### src/rtl/core/kvlp_pkg.sv
// kvlp_pkg: shared types and constants of the key/value line parser
// holds result kinds, character codes and the controller/datapath interface structs
// no dependencies
`default_nettype none

package kvlp_pkg;

	localparam int PENDING_MAX_DEF = 16;
	localparam int MAX_RESULTS     = 19;
	localparam int RES_CW          = $clog2(MAX_RESULTS + 1);
	localparam int LINE_W          = 16;

	localparam logic [7:0] CH_NL     = 8'h0A;
	localparam logic [7:0] CH_TAB    = 8'h09;
	localparam logic [7:0] CH_VT     = 8'h0B;
	localparam logic [7:0] CH_FF     = 8'h0C;
	localparam logic [7:0] CH_CR     = 8'h0D;
	localparam logic [7:0] CH_SPACE  = 8'h20;
	localparam logic [7:0] CH_BSLASH = 8'h5C;
	localparam logic [7:0] CH_N      = 8'h6E;
	localparam logic [7:0] CH_T      = 8'h74;
	localparam logic [7:0] SEP_RESET = 8'd58;

	typedef enum logic [2:0] {
		KIND_KEY      = 3'd0,
		KIND_VALUE    = 3'd1,
		KIND_PAIR_END = 3'd2,
		KIND_NO_VALUE = 3'd3,
		KIND_OVERFLOW = 3'd4,
		KIND_END      = 3'd5
	} kind_t;

	// where the output byte comes from
	typedef enum logic [1:0] {
		BSEL_ZERO = 2'd0,
		BSEL_IN   = 2'd1,
		BSEL_ESC  = 2'd2,
		BSEL_PEND = 2'd3
	} bsel_t;

	typedef struct packed {
		logic  take;       // load the input beat
		logic  emit;       // load the output register
		kind_t kind;
		bsel_t bsel;
		logic  line_new;   // result carries the line after this byte
		logic  last;
		logic  flush_inc;
		logic  flush_clr;
		logic  complete;   // item done, apply state updates
		logic  line_inc;
		logic  pend_clr;
		logic  pend_wr;
		logic  pend_ovf;   // pending store restarts at entry zero
		logic  end_reset;
	} cmd_t;

	typedef struct packed {
		logic is_nl;
		logic is_white;
		logic is_sep;
		logic is_bslash;
		logic last;
		logic pend_full;
		logic pend_empty;
		logic flush_last;
		logic slot_free;
	} sts_t;

endpackage

`default_nettype wire

### src/rtl/core/kvlp_dpath.sv
// kvlp_dpath: datapath of the key/value line parser
// input and output registers, separator, line counter, pending whitespace memory
// depends on kvlp_pkg
`default_nettype none

module kvlp_dpath
	import kvlp_pkg::*;
#(
	parameter int PENDING_MAX = PENDING_MAX_DEF
) (
	input  wire logic              clk,
	input  wire logic              arst_n,
	input  wire logic [7:0]        text_byte,
	input  wire logic              end_of_text,
	input  wire logic              cfg_valid,
	output logic                   cfg_ready,
	input  wire logic [7:0]        separator,
	output logic                   out_valid,
	input  wire logic              out_ready,
	output logic [2:0]             kind,
	output logic [7:0]             out_byte,
	output logic [LINE_W-1:0]      line_number,
	output logic                   last_of_run,
	input  wire cmd_t              cmd,
	output sts_t                   sts
);

	localparam int AW = (PENDING_MAX > 1) ? $clog2(PENDING_MAX) : 1;
	localparam int CW = $clog2(PENDING_MAX + 1);

	logic [7:0]        sep_q;
	logic [7:0]        byte_q;
	logic              last_q;
	logic [LINE_W-1:0] line_q;
	logic [LINE_W-1:0] line_nx;
	logic [CW-1:0]     pend_cnt_q;
	logic [AW-1:0]     flush_idx_q;
	logic [AW-1:0]     rd_addr;
	logic [AW-1:0]     wr_addr;
	logic [7:0]        rdata_q;
	logic [7:0]        pend_mem [PENDING_MAX];
	logic [7:0]        esc_byte;
	logic [7:0]        sel_byte;
	logic              out_valid_q;
	kind_t             kind_q;
	logic [7:0]        out_byte_q;
	logic [LINE_W-1:0] out_line_q;
	logic              out_last_q;
	logic              pend_we;

	assign cfg_ready = 1'b1;

	always_ff @(posedge clk or negedge arst_n) begin
		if (!arst_n) begin
			sep_q <= SEP_RESET;
		end else if (cfg_valid) begin
			sep_q <= separator;
		end
	end

	always_ff @(posedge clk) begin
		if (cmd.take) begin
			byte_q <= text_byte;
			last_q <= end_of_text;
		end
	end

	// status of the held byte
	always_comb begin
		sts.is_nl      = (byte_q == CH_NL);
		sts.is_white   = (byte_q == CH_SPACE) || (byte_q == CH_TAB) || (byte_q == CH_NL) ||
		                 (byte_q == CH_CR) || (byte_q == CH_VT) || (byte_q == CH_FF);
		sts.is_sep     = (byte_q == sep_q);
		sts.is_bslash  = (byte_q == CH_BSLASH);
		sts.last       = last_q;
		sts.pend_full  = (pend_cnt_q == CW'(PENDING_MAX));
		sts.pend_empty = (pend_cnt_q == '0);
		sts.flush_last = ((CW'(flush_idx_q) + CW'(1)) == pend_cnt_q);
		sts.slot_free  = !out_valid_q || out_ready;
	end

	// line counter, saturating
	assign line_nx = (cmd.line_inc && (line_q != '1)) ? line_q + LINE_W'(1) : line_q;

	always_ff @(posedge clk or negedge arst_n) begin
		if (!arst_n) begin
			line_q <= LINE_W'(1);
		end else if (cmd.complete) begin
			line_q <= cmd.end_reset ? LINE_W'(1) : line_nx;
		end
	end

	// pending whitespace store, write-first registered read
	assign pend_we = cmd.complete && cmd.pend_wr;
	assign wr_addr = cmd.pend_ovf ? '0 : pend_cnt_q[AW-1:0];
	assign rd_addr = cmd.flush_clr ? '0 :
	                 cmd.flush_inc ? flush_idx_q + AW'(1) : flush_idx_q;

	always_ff @(posedge clk) begin
		if (pend_we) begin
			pend_mem[wr_addr] <= byte_q;
		end
		rdata_q <= (pend_we && (wr_addr == rd_addr)) ? byte_q : pend_mem[rd_addr];
	end

	always_ff @(posedge clk or negedge arst_n) begin
		if (!arst_n) begin
			pend_cnt_q  <= '0;
			flush_idx_q <= '0;
		end else begin
			flush_idx_q <= rd_addr;
			if (cmd.complete) begin
				if (cmd.end_reset || cmd.pend_clr) begin
					pend_cnt_q <= '0;
				end else if (cmd.pend_wr) begin
					pend_cnt_q <= cmd.pend_ovf ? CW'(1) : pend_cnt_q + CW'(1);
				end
			end
		end
	end

	assign esc_byte = (byte_q == CH_N) ? CH_NL :
	                  (byte_q == CH_T) ? CH_TAB : byte_q;

	always_comb begin
		unique case (cmd.bsel)
			BSEL_ZERO: sel_byte = 8'h00;
			BSEL_IN:   sel_byte = byte_q;
			BSEL_ESC:  sel_byte = esc_byte;
			BSEL_PEND: sel_byte = rdata_q;
			default:   sel_byte = 8'h00;
		endcase
	end

	// output register
	always_ff @(posedge clk or negedge arst_n) begin
		if (!arst_n) begin
			out_valid_q <= 1'b0;
		end else if (cmd.emit) begin
			out_valid_q <= 1'b1;
		end else if (out_ready) begin
			out_valid_q <= 1'b0;
		end
	end

	always_ff @(posedge clk) begin
		if (cmd.emit) begin
			kind_q     <= cmd.kind;
			out_byte_q <= sel_byte;
			out_line_q <= cmd.line_new ? line_nx : line_q;
			out_last_q <= cmd.last;
		end
	end

	assign out_valid   = out_valid_q;
	assign kind        = kind_q;
	assign out_byte    = out_byte_q;
	assign line_number = out_line_q;
	assign last_of_run = out_last_q;

	a_line_nonzero: assert property (@(posedge clk) disable iff (!arst_n)
		line_q != '0) else $error("line counter reached zero");

	a_pend_bound: assert property (@(posedge clk) disable iff (!arst_n)
		pend_cnt_q <= CW'(PENDING_MAX)) else $error("pending count above store depth");

	a_emit_lands: assert property (@(posedge clk) disable iff (!arst_n)
		cmd.emit |=> out_valid_q) else $error("emitted result not held in output register");

endmodule

`default_nettype wire

### src/rtl/core/kvlp_ctrl.sv
// kvlp_ctrl: controller of the key/value line parser
// parse mode and per-byte result sequencing: overflow, flush, main, tail, end
// depends on kvlp_pkg
`default_nettype none

module kvlp_ctrl
	import kvlp_pkg::*;
(
	input  wire logic clk,
	input  wire logic arst_n,
	input  wire logic in_valid,
	output logic      in_ready,
	input  wire sts_t sts,
	output cmd_t      cmd
);

	typedef enum logic [2:0] {
		M_SKIP   = 3'd0,
		M_KEY    = 3'd1,
		M_VALUE  = 3'd2,
		M_ESC    = 3'd3,
		M_IGNORE = 3'd4
	} mode_t;

	typedef enum logic [2:0] {
		PH_NEW   = 3'd0,
		PH_OVF   = 3'd1,
		PH_FLUSH = 3'd2,
		PH_MAIN  = 3'd3,
		PH_TAIL  = 3'd4,
		PH_END   = 3'd5,
		PH_DONE  = 3'd6
	} phase_t;

	mode_t            mode_q;
	mode_t            new_mode;
	phase_t           phase_q;
	phase_t           eff;
	phase_t           nxt;
	logic             have_q;
	logic [RES_CW-1:0] cnt_q;
	logic             key_path;
	logic             k_nl;
	logic             k_sep;
	logic             k_white;
	logic             k_other;
	logic             ovf;
	logic             flush_en;
	logic             main_en;
	kind_t            main_kind;
	bsel_t            main_bsel;
	logic             line_inc;
	logic             tail_en;
	logic [4:0]       app;
	logic             suppress;
	logic             step;
	logic             complete;
	logic             take;

	function automatic phase_t next_after(input phase_t p, input logic [4:0] a);
		if (p < PH_OVF && a[0]) return PH_OVF;
		else if (p < PH_FLUSH && a[1]) return PH_FLUSH;
		else if (p < PH_MAIN && a[2]) return PH_MAIN;
		else if (p < PH_TAIL && a[3]) return PH_TAIL;
		else if (p < PH_END && a[4]) return PH_END;
		else return PH_DONE;
	endfunction

	// a non-white byte in skip mode is handled as in key mode
	assign key_path = (mode_q == M_KEY) || ((mode_q == M_SKIP) && !sts.is_white);
	assign k_nl     = key_path && sts.is_nl;
	assign k_sep    = key_path && !sts.is_nl && sts.is_sep;
	assign k_white  = key_path && !sts.is_nl && !sts.is_sep && sts.is_white;
	assign k_other  = key_path && !sts.is_nl && !sts.is_sep && !sts.is_white;
	assign ovf      = k_white && sts.pend_full;
	assign flush_en = (ovf || k_other) && !sts.pend_empty;

	always_comb begin
		main_en   = 1'b0;
		main_kind = KIND_KEY;
		main_bsel = BSEL_ZERO;
		new_mode  = mode_q;
		line_inc  = 1'b0;
		unique case (mode_q)
			M_SKIP, M_KEY: begin
				if (k_nl) begin
					main_en   = 1'b1;
					main_kind = KIND_NO_VALUE;
					new_mode  = M_IGNORE;
				end else if (k_sep) begin
					new_mode = M_VALUE;
				end else if (k_white) begin
					new_mode = M_KEY;
				end else if (k_other) begin
					main_en   = 1'b1;
					main_bsel = BSEL_IN;
					new_mode  = M_KEY;
				end else begin
					line_inc = sts.is_nl;
				end
			end
			M_VALUE: begin
				if (sts.is_nl) begin
					main_en   = 1'b1;
					main_kind = KIND_PAIR_END;
					line_inc  = 1'b1;
					new_mode  = M_SKIP;
				end else if (sts.is_bslash) begin
					new_mode = M_ESC;
				end else begin
					main_en   = 1'b1;
					main_kind = KIND_VALUE;
					main_bsel = BSEL_IN;
				end
			end
			M_ESC: begin
				main_en   = 1'b1;
				main_kind = KIND_VALUE;
				main_bsel = BSEL_ESC;
				line_inc  = sts.is_nl;
				new_mode  = M_VALUE;
			end
			M_IGNORE: begin
				new_mode = M_IGNORE;
			end
			default: begin
				new_mode = M_SKIP;
			end
		endcase
	end

	assign tail_en = sts.last &&
	                 ((new_mode == M_KEY) || (new_mode == M_VALUE) || (new_mode == M_ESC));
	assign app     = {sts.last, tail_en, main_en, flush_en, ovf};

	assign eff      = (phase_q == PH_NEW) ? next_after(PH_NEW, app) : phase_q;
	assign suppress = (cnt_q >= RES_CW'(MAX_RESULTS));
	assign step     = have_q && (eff != PH_DONE) && (suppress || sts.slot_free);
	assign nxt      = ((eff == PH_FLUSH) && !sts.flush_last) ? PH_FLUSH : next_after(eff, app);
	assign complete = have_q && ((eff == PH_DONE) || (step && (nxt == PH_DONE)));
	assign in_ready = !have_q || complete;
	assign take     = in_valid && in_ready;

	always_comb begin
		cmd           = '0;
		cmd.take      = take;
		cmd.emit      = step && !suppress;
		cmd.last      = (nxt == PH_DONE) || (cnt_q == RES_CW'(MAX_RESULTS - 1));
		cmd.flush_inc = step && (eff == PH_FLUSH) && !sts.flush_last;
		cmd.flush_clr = step && (eff == PH_FLUSH) && sts.flush_last;
		cmd.complete  = complete;
		cmd.line_inc  = line_inc;
		cmd.pend_clr  = k_sep || k_other;
		cmd.pend_wr   = k_white;
		cmd.pend_ovf  = ovf;
		cmd.end_reset = sts.last;
		unique case (eff)
			PH_OVF: begin
				cmd.kind = KIND_OVERFLOW;
				cmd.bsel = BSEL_ZERO;
			end
			PH_FLUSH: begin
				cmd.kind = KIND_KEY;
				cmd.bsel = BSEL_PEND;
			end
			PH_MAIN: begin
				cmd.kind = main_kind;
				cmd.bsel = main_bsel;
			end
			PH_TAIL: begin
				cmd.kind     = (new_mode == M_KEY) ? KIND_NO_VALUE : KIND_PAIR_END;
				cmd.bsel     = BSEL_ZERO;
				cmd.line_new = 1'b1;
			end
			PH_END: begin
				cmd.kind     = KIND_END;
				cmd.bsel     = BSEL_ZERO;
				cmd.line_new = 1'b1;
			end
			default: begin
				cmd.kind = KIND_KEY;
				cmd.bsel = BSEL_ZERO;
			end
		endcase
	end

	always_ff @(posedge clk or negedge arst_n) begin
		if (!arst_n) begin
			mode_q  <= M_SKIP;
			phase_q <= PH_NEW;
			have_q  <= 1'b0;
			cnt_q   <= '0;
		end else begin
			if (complete) begin
				mode_q <= sts.last ? M_SKIP : new_mode;
				cnt_q  <= '0;
			end else if (step && !suppress) begin
				cnt_q <= cnt_q + RES_CW'(1);
			end
			if (take) begin
				have_q  <= 1'b1;
				phase_q <= PH_NEW;
			end else if (complete) begin
				have_q <= 1'b0;
			end else if (step) begin
				phase_q <= nxt;
			end
		end
	end

	a_emit_slot: assert property (@(posedge clk) disable iff (!arst_n)
		cmd.emit |-> sts.slot_free) else $error("result emitted into a full output register");

	a_ignore_quiet: assert property (@(posedge clk) disable iff (!arst_n)
		(have_q && (mode_q == M_IGNORE) && !sts.last) |-> !cmd.emit)
		else $error("result produced while ignoring rest of text");

	a_end_resets: assert property (@(posedge clk) disable iff (!arst_n)
		(complete && sts.last) |=> (mode_q == M_SKIP))
		else $error("mode not back to skip after end of text");

endmodule

`default_nettype wire

### src/rtl/core/key_value_line_parser.sv
// key_value_line_parser: top level, joins controller and datapath
// depends on kvlp_pkg, kvlp_ctrl, kvlp_dpath
//
// Usage:
//  - text enters one byte per beat on in_valid/in_ready with text_byte and
//    end_of_text; results leave on out_valid/out_ready as kind, out_byte,
//    line_number and last_of_run (set on the final result of a byte)
//  - the user must write the separator on cfg_valid/cfg_ready only while the
//    block is idle, which the block does not enforce; cfg_ready is always high
//  - a byte accepted is held in the input register, and its first result is
//    registered in the output register once the output slot is free
//  - throughput: the results of a byte are loaded in turn, and a byte with no
//    result completes in the cycle in which it is held, so a text that gives
//    at most one result per byte flows at one byte per cycle while the receiver
//    is ready; a flush of held key whitespace gives one result per held byte
//    (up to PENDING_MAX), read through the single read port of the pending memory
//  - a stalled receiver holds the result in the output register and the
//    sequencer waits; the next byte is taken as soon as the current byte's
//    last result is loaded
//  - reset: separator ':' (58), skip mode, line one, no pending whitespace;
//    no clearing pass is needed
`default_nettype none

module key_value_line_parser
	import kvlp_pkg::*;
#(
	parameter int PENDING_MAX = PENDING_MAX_DEF
) (
	input  wire logic              clk,
	input  wire logic              arst_n,
	input  wire logic              in_valid,
	output logic                   in_ready,
	input  wire logic [7:0]        text_byte,
	input  wire logic              end_of_text,
	input  wire logic              cfg_valid,
	output logic                   cfg_ready,
	input  wire logic [7:0]        separator,
	output logic                   out_valid,
	input  wire logic              out_ready,
	output logic [2:0]             kind,
	output logic [7:0]             out_byte,
	output logic [LINE_W-1:0]      line_number,
	output logic                   last_of_run
);

	cmd_t cmd;
	sts_t sts;

	kvlp_ctrl u_ctrl (
		.clk      (clk),
		.arst_n   (arst_n),
		.in_valid (in_valid),
		.in_ready (in_ready),
		.sts      (sts),
		.cmd      (cmd)
	);

	kvlp_dpath #(
		.PENDING_MAX (PENDING_MAX)
	) u_dpath (
		.clk         (clk),
		.arst_n      (arst_n),
		.text_byte   (text_byte),
		.end_of_text (end_of_text),
		.cfg_valid   (cfg_valid),
		.cfg_ready   (cfg_ready),
		.separator   (separator),
		.out_valid   (out_valid),
		.out_ready   (out_ready),
		.kind        (kind),
		.out_byte    (out_byte),
		.line_number (line_number),
		.last_of_run (last_of_run),
		.cmd         (cmd),
		.sts         (sts)
	);

endmodule

`default_nettype wire
### config.mk
export PLATFORM = sky130hd
export DESIGN_NAME = key_value_line_parser
export DESIGN_NICKNAME = d
export VERILOG_FILES = /design/src/rtl/core/kvlp_pkg.sv /design/src/rtl/core/kvlp_dpath.sv /design/src/rtl/core/kvlp_ctrl.sv /design/src/rtl/core/key_value_line_parser.sv
export SDC_FILE = /design/constraint.sdc
export NUM_CORES = 1
export LEC_CHECK = 0
export ABC_AREA = 1
export BUFFER_PORTS_ARGS = -buffer_cell sky130_fd_sc_hd__buf_2
export CAP_MARGIN = 20
export CORE_MARGIN = 8
export CORE_UTILIZATION = 48
export DETAILED_ROUTE_END_ITERATION = 16
export HOLD_SLACK_MARGIN = 0.1
export PLACE_DENSITY = 0.71
export SETUP_SLACK_MARGIN = 0.3
export SLEW_MARGIN = 25
export SYNTH_ARGS = -nofsm -noshare
export SYNTH_HDL_FRONTEND = slang
export SYNTH_HIERARCHICAL = 1
export SYNTH_SLANG_ARGS = --single-unit
### constraint.sdc
create_clock -name clk -period 4.61 [get_ports clk]
set_input_delay 0.461 -clock clk [delete_from_list [all_inputs] [get_ports clk]]
set_output_delay 0.461 -clock clk [all_outputs]
set_load 0.05 [all_outputs]
After elaboration in Yosys (flattened, before gate mapping)
Memories as Yosys holds them, arrays and structs flattened. A register that Yosys moved wholly into a read port is not among the register bits.
Cells that the tools add are included.
{ "classes": {"add_sub_neg": 5, "multipliers": 0, "div_mod_pow": 0, "order_cmp": 6, "n_eq_ne": 33, "shifts": 0, "mux": 70, "n_bitwise": 0, "reduce_logical": 64} }
{ "ops": {"columns": ["cell", "count"], "rows": [
  ["$mux 3", 21],
  ["$mux 16", 3],
  ["$eq 8x4->1 const B", 5],
  ["$pmux 8 s4", 1],
  ["$logic_and 1x1->1", 27],
  ["$mux 5", 5],
  ["$pmux 5 s5", 1],
  ["$eq 8x7->1 const B", 3],
  ["$mux 1", 22],
  ["$eq 3x2->1 const B", 6],
  ["$add 16x1->16 const B", 1],
  ["$logic_or 1x1->1", 16],
  ["$mux 8", 2],
  ["$ne 16x16->1 const B", 1],
  ["$eq 3x3->1 const B", 5],
  ["$mux 2", 7],
  ["$mux 4", 3],
  ["$pmux 3 s4", 1],
  ["$add 5x1->5 const B", 2],
  ["$eq 5x5->1 const B", 2],
  ["$reduce_bool 2->1", 5],
  ["$eq 3x1->1 const B", 3],
  ["$pmux 3 s3", 1],
  ["$eq 8x6->1 const B", 1],
  ["20 further kinds", 34]
]} }
{ "totals": {"reg_bits": 83, "latchBits": 0, "ramBits": 128, "romBits": 0, "inputBits": 22, "output_inout_bits": 31, "wordCells": 194, "mem_count": 1} }
{ "memory_table": {"columns": ["name", "depth", "width", "rd", "rd_clocked_by_memory_dff", "write_ports", "line_no", "source"], "rows": [
  ["u_dpath.pend_mem", 16, 8, 1, 1, 1, "kvlp_dpath.sv:41", "logic [7:0] pend_mem [PENDING_MAX];"]
]} }

Logic depth before layout (Yosys ltp)
{ "logic_depth": {"depth_word": 42, "depth_mapped": 31, "ltp_nobuf": 30} }

Cells and area by module
The synthesis kept the hierarchy.
{ "modules_own_cells": {"columns": ["mod", "instances", "cells_per_inst", "area_per_inst_um2", "seq_area_each_um2"], "rows": [
  ["kvlp_dpath", 1, 900, 9170.0, 5891.9],
  ["kvlp_ctrl", 1, 182, 1265.0, 300.3]
]} }

Least setup slack after synthesis
OpenSTA, ideal clock, no wires.
{ "synth_timing": {"path_type": "register -> register", "from": "register u_dpath.byte_q[3]", "to": "memory u_dpath.pend_mem[10][0], enable pin", "setup_ps": 370, "t_arrival_ps": 3470, "required_time_ps": 4240, "setup_slack_ps": 770, "stages_incl_launch_ff": 29, "n_path_buf": 1, "synth_period_minus_slack_ps": 3840, "cell_sequence": "edfxtp_1 -> inv_1 -> nor2_1 -> nand2_1 -> o21ai_0 -> nand2_1 -> nand3_1 -> nand2_4 -> nand4_4 -> nor2_2 -> nor2_4 -> nand2_1 -> inv_1 -> nand2_1 -> nand2_2 -> inv_2 -> nand3_4 -> nand2_2 -> nand2_1 -> nor2_4 -> nand3_2 -> nand2_2 -> nand2_4 -> inv_4 -> buf_4 -> nand2_1 -> inv_1 -> nand3_1 -> nor2_1"} }
{ "synth_lines": {"columns": ["element", "line_no", "source"], "rows": [
  ["start, declared", "kvlp_dpath.sv:32", "logic [7:0] byte_q;"],
  ["start signal, assigned", "kvlp_dpath.sv:63", "byte_q <= text_byte;"],
  ["end, declared", "kvlp_dpath.sv:41", null]
]} }

==> metrics.txt <==
share of cells above drive strength 1 18.6%; r2r endpoint u_dpath/pend_mem[5][3]$_DFFE_PP_; routing usage on met1 around a quarter; FFs w/ async S/R, synth 21.4%; Post-synth EDFFs around 170; syn_nets 1,110; Post-Place Worst Slack approximately 370 ps; Clock transition at path regs 60 ps; Seq/Total Area, Yosys 59.3%; final setup fails 0; HP Class in -> reg; Longest Clk Path Bufs 3; Syn Area/Cell just under 10 um2; GRT Overall Usage a little under a fifth; worst-case clock skew roughly 19 ps; hold path cells 1; Yosys warning total 6; Starting Density between 40% and 50%; TNS Setup 0 ps; Final Hold Viols 0; gr busiest metal met2; R2R depth 25; Pre-Repair DR Iteration Count 6; met2 usage between 30% and 40%; Pwr Density between 600 and 700 mW/mm2; synth unique cells 50; core region area 0.0216 mm2; global-route wire length before repair around 39,000 um; HP Start end_of_text; CTS Buf Count 23; gpl congestion 0.874; synthesis-stage register bit count approximately 220; Boundary Pins 53; clk_lat worst skew around 530 ps; standard-cell row count between 50 and 60; Final min period ~3900 ps; Crit Path Class reg -> reg; H-tree Lvls 1; Synth Cell Area approximately 0.010 mm2; status completed; Slew HR 43.2%; # DRC 0; GRT overflow 0; Setup crit start kind flip-flop; Syn Inst Count roughly 1,100; crit-path max FO 11; input/output buffers 51; antenna viol nets, final 0; crit share post-route between 80% and 90%; Die Area around 0.027 mm2; Worst Path Arrival 4170 ps; Hold WS 113 ps; FF-to-FF setup slack just under 700 ps; WL per Instance 16.7 um; final worst setup slack about 680 ps; Required @ worst endpoint roughly 4900 ps; Area Overhead vs Synth 14.0%; RSZ-0062 raised after global routing false; Vias 7,766; hold path endpoint u_dpath/last_q$_DFFE_PP_; peak supply drop roughly 600 uV; Power Total between 7 and 8 mW; fin. max-slew vios 0; Iteration-0 DRC Markers between 600 and 700; Fmax around 250 MHz; diode count 0; CTS root buffer clkbuf_16; Chip Height 163 um; ys flop type edfxtp_1; Die W between 150 and 200 um; DRT Wirelength roughly 24,000 um; CTS tree done; largest net degree at the start of global routing 67; reg2reg start u_dpath/byte_q[1]$_DFFE_PP_; Max Cap Viol 0; Net count, final roughly 1,200; CP endpoint kind flip-flop; met3 global-route usage 3.00%; number of vias per cell approximately 5.3; initial antenna violation count 0; dpl hpwl ~16,000 um; vias in the first global route approximately 7,500; worst slew pin tran between 800 and 900 ps; Sink Count between 200 and 250; leakage power just under 5 nW
[final cells by class]
type / instances / area (um2)
Tap cell: 280 / 350
Inverter: 95 / 364
Multi-Input combinational cell: 725 / 3620
Clock inverter: 14 / 110
Clock buffer: 28 / 594
Sequential cell: 215 / 6190
Timing Repair Buffer: 103 / 663
Fill cell: 1836 / 9660
[synthesized netlist by cell type (9+ instances only)]
| cell type | number | share of area (%) |
|---|---|---|
| o21ai_0 | 64 | 3.1 |
| nand3_1 | 102 | 4.9 |
| xnor2_1 | 12 | 1.0 |
| nand2_2 | 15 | 0.90 |
| clkbuf_1 | 15 | 0.54 |
| xor2_1 | 10 | 0.84 |
| nand2_1 | 269 | 9.7 |
| dfrtp_1 | 41 | 9.8 |
| nor2_1 | 137 | 4.9 |
| o211ai_1 | 11 | 0.79 |
| edfxtp_1 | 165 | 47 |
| nand2_4 | 9 | 0.97 |
| buf_4 | 13 | 0.94 |
| nor2_2 | 10 | 0.60 |
| buf_2 | 15 | 0.72 |
| inv_2 | 9 | 0.32 |
| inv_1 | 84 | 3.0 |
[metrics by stage]
| step | cell area, um2 | instances | utilization (%) |
|---|---|---|---|
| after floorplan | 10400 | 1082 | - |
| after global placement | 11000 | 1401 | 51.2 |
| after detailed placement | 11000 | 1401 | 51.2 |
| after CTS | 11800 | 1449 | 54.8 |
| after global routing | 11900 | 1460 | 55.2 |
| final | 11900 | 1460 | 55.2 |
[power breakdown]
group	internal, mW	total, mW	switching [mW]
Combinational	0.898	3.32	2.43
Clock	0.982	1.73	0.746
Sequential	2.54	2.77	0.228
Total	4.42	7.82	3.40
[state kept, by name (all words and copies together) (netlist names), named ones only]
| signal | cells |
|---|---|
| u_dpath/out_byte | 8 |
| u_ctrl/have_q | 1 |
| u_dpath/out_valid | 1 |
| u_ctrl/mode_q | 3 |
| u_dpath/byte_q | 8 |
| u_dpath/last_q | 1 |
| u_dpath/kind | 3 |
| u_dpath/pend_mem | 128 |
| u_dpath/line_number | 16 |
| u_dpath/last_of_run | 1 |
| u_ctrl/cnt_q | 5 |
| u_dpath/pend_cnt_q | 5 |
| u_dpath/sep_q | 8 |
| u_dpath/flush_idx_q | 4 |
| u_ctrl/phase_q | 3 |
| u_dpath/line_q | 16 |
[worst max path at each step]
stage          slack [ps]                        start                           endpoint
2_1_floorplan         770  u_dpath/byte_q[3]$_DFFE_PP_  u_dpath/pend_mem[10][0]$_DFFE_PP_
3_3_place_gp          470  u_dpath/byte_q[2]$_DFFE_PP_   u_dpath/pend_mem[5][7]$_DFFE_PP_
3_5_place_dp          370  u_dpath/byte_q[2]$_DFFE_PP_   u_dpath/pend_mem[8][1]$_DFFE_PP_
4_1_cts               350  u_dpath/byte_q[2]$_DFFE_PP_   u_dpath/pend_mem[8][4]$_DFFE_PP_
5_1_grt               340  u_dpath/byte_q[4]$_DFFE_PP_   u_dpath/pend_mem[9][3]$_DFFE_PP_
6_report              680  u_dpath/byte_q[1]$_DFFE_PP_   u_dpath/pend_mem[5][3]$_DFFE_PP_
[critical path, cell delays in order (launching register included)]
cell and delay [ps]:
edfxtp_1 520, buf_4 200, xnor2_1 130, nand4_1 110, nor2_1 180, inv_1 110, nand4_4 140, nor2_2 60
nand2_2 80, clkinvlp_4 160, nor2_2 150, nand2_1 80, nand2_2 80, inv_2 80, nand3b_1 130, nand2_1 100
nor2_4 110, nand3_2 100, nand2_2 90, nand2_4 90, inv_4 150, nand2_1 100, inv_2 160, nand3_1 170
nor2_1 140, buf_4 190
[logic make-up (layout without fill, tap and decap cells)]
logic type	Yosys count	after routing	share of synthesized area [%]
adder cells (fa/ha/maj)	6	6	0.719
multiplexers	8	8	0.863
buffers and inverters	142	240	6.00
flip-flops	215	215	59.3
AO/OA/AOI/OAI	108	108	6.15
AND/OR/NAND/NOR	580	580	25.0
XOR/XNOR	22	22	1.85
other	1	1	0.0359
[placed cells by master (no fill, tap or decap), drive strengths merged, types with 2 or more instances in the layout]
cell and count:
nand3 107, nor2 154, nor3 9, clkbuf 28
nand3b 2, edfxtp 165, buf 96, dfstp 5
mux2 8, o22ai 3, clkinv 13, nor4 2
xor2 10, or2 3, inv 94, dlygate4sd3 7
ha 6, o21ai 76, dfrtp 41, dfxtp 4
xnor2 12, nand2 293, o211ai 15, a21oi 9
nand4 10
[per-layer routing]
layer	part of all wire, %	wire length [um]	vias up
li1	-	-	3761
met1	41	10100	3697
met2	49	12100	259
met3	6.6	1620	49
met4	2.6	631	0
met5	0	0	-
[timing repair]
| action | CTS | global route |
|---|---|---|
| hold buffers | 6 | 1 |
| endpoints found under the hold margin | 46 | 1 |
| setup endpoints to repair | 0 | 150 |
| setup buffers | 0 | 10 |
| gates resized for setup | 0 | 3 |
Note: power is estimated with default switching activity, not from simulation.
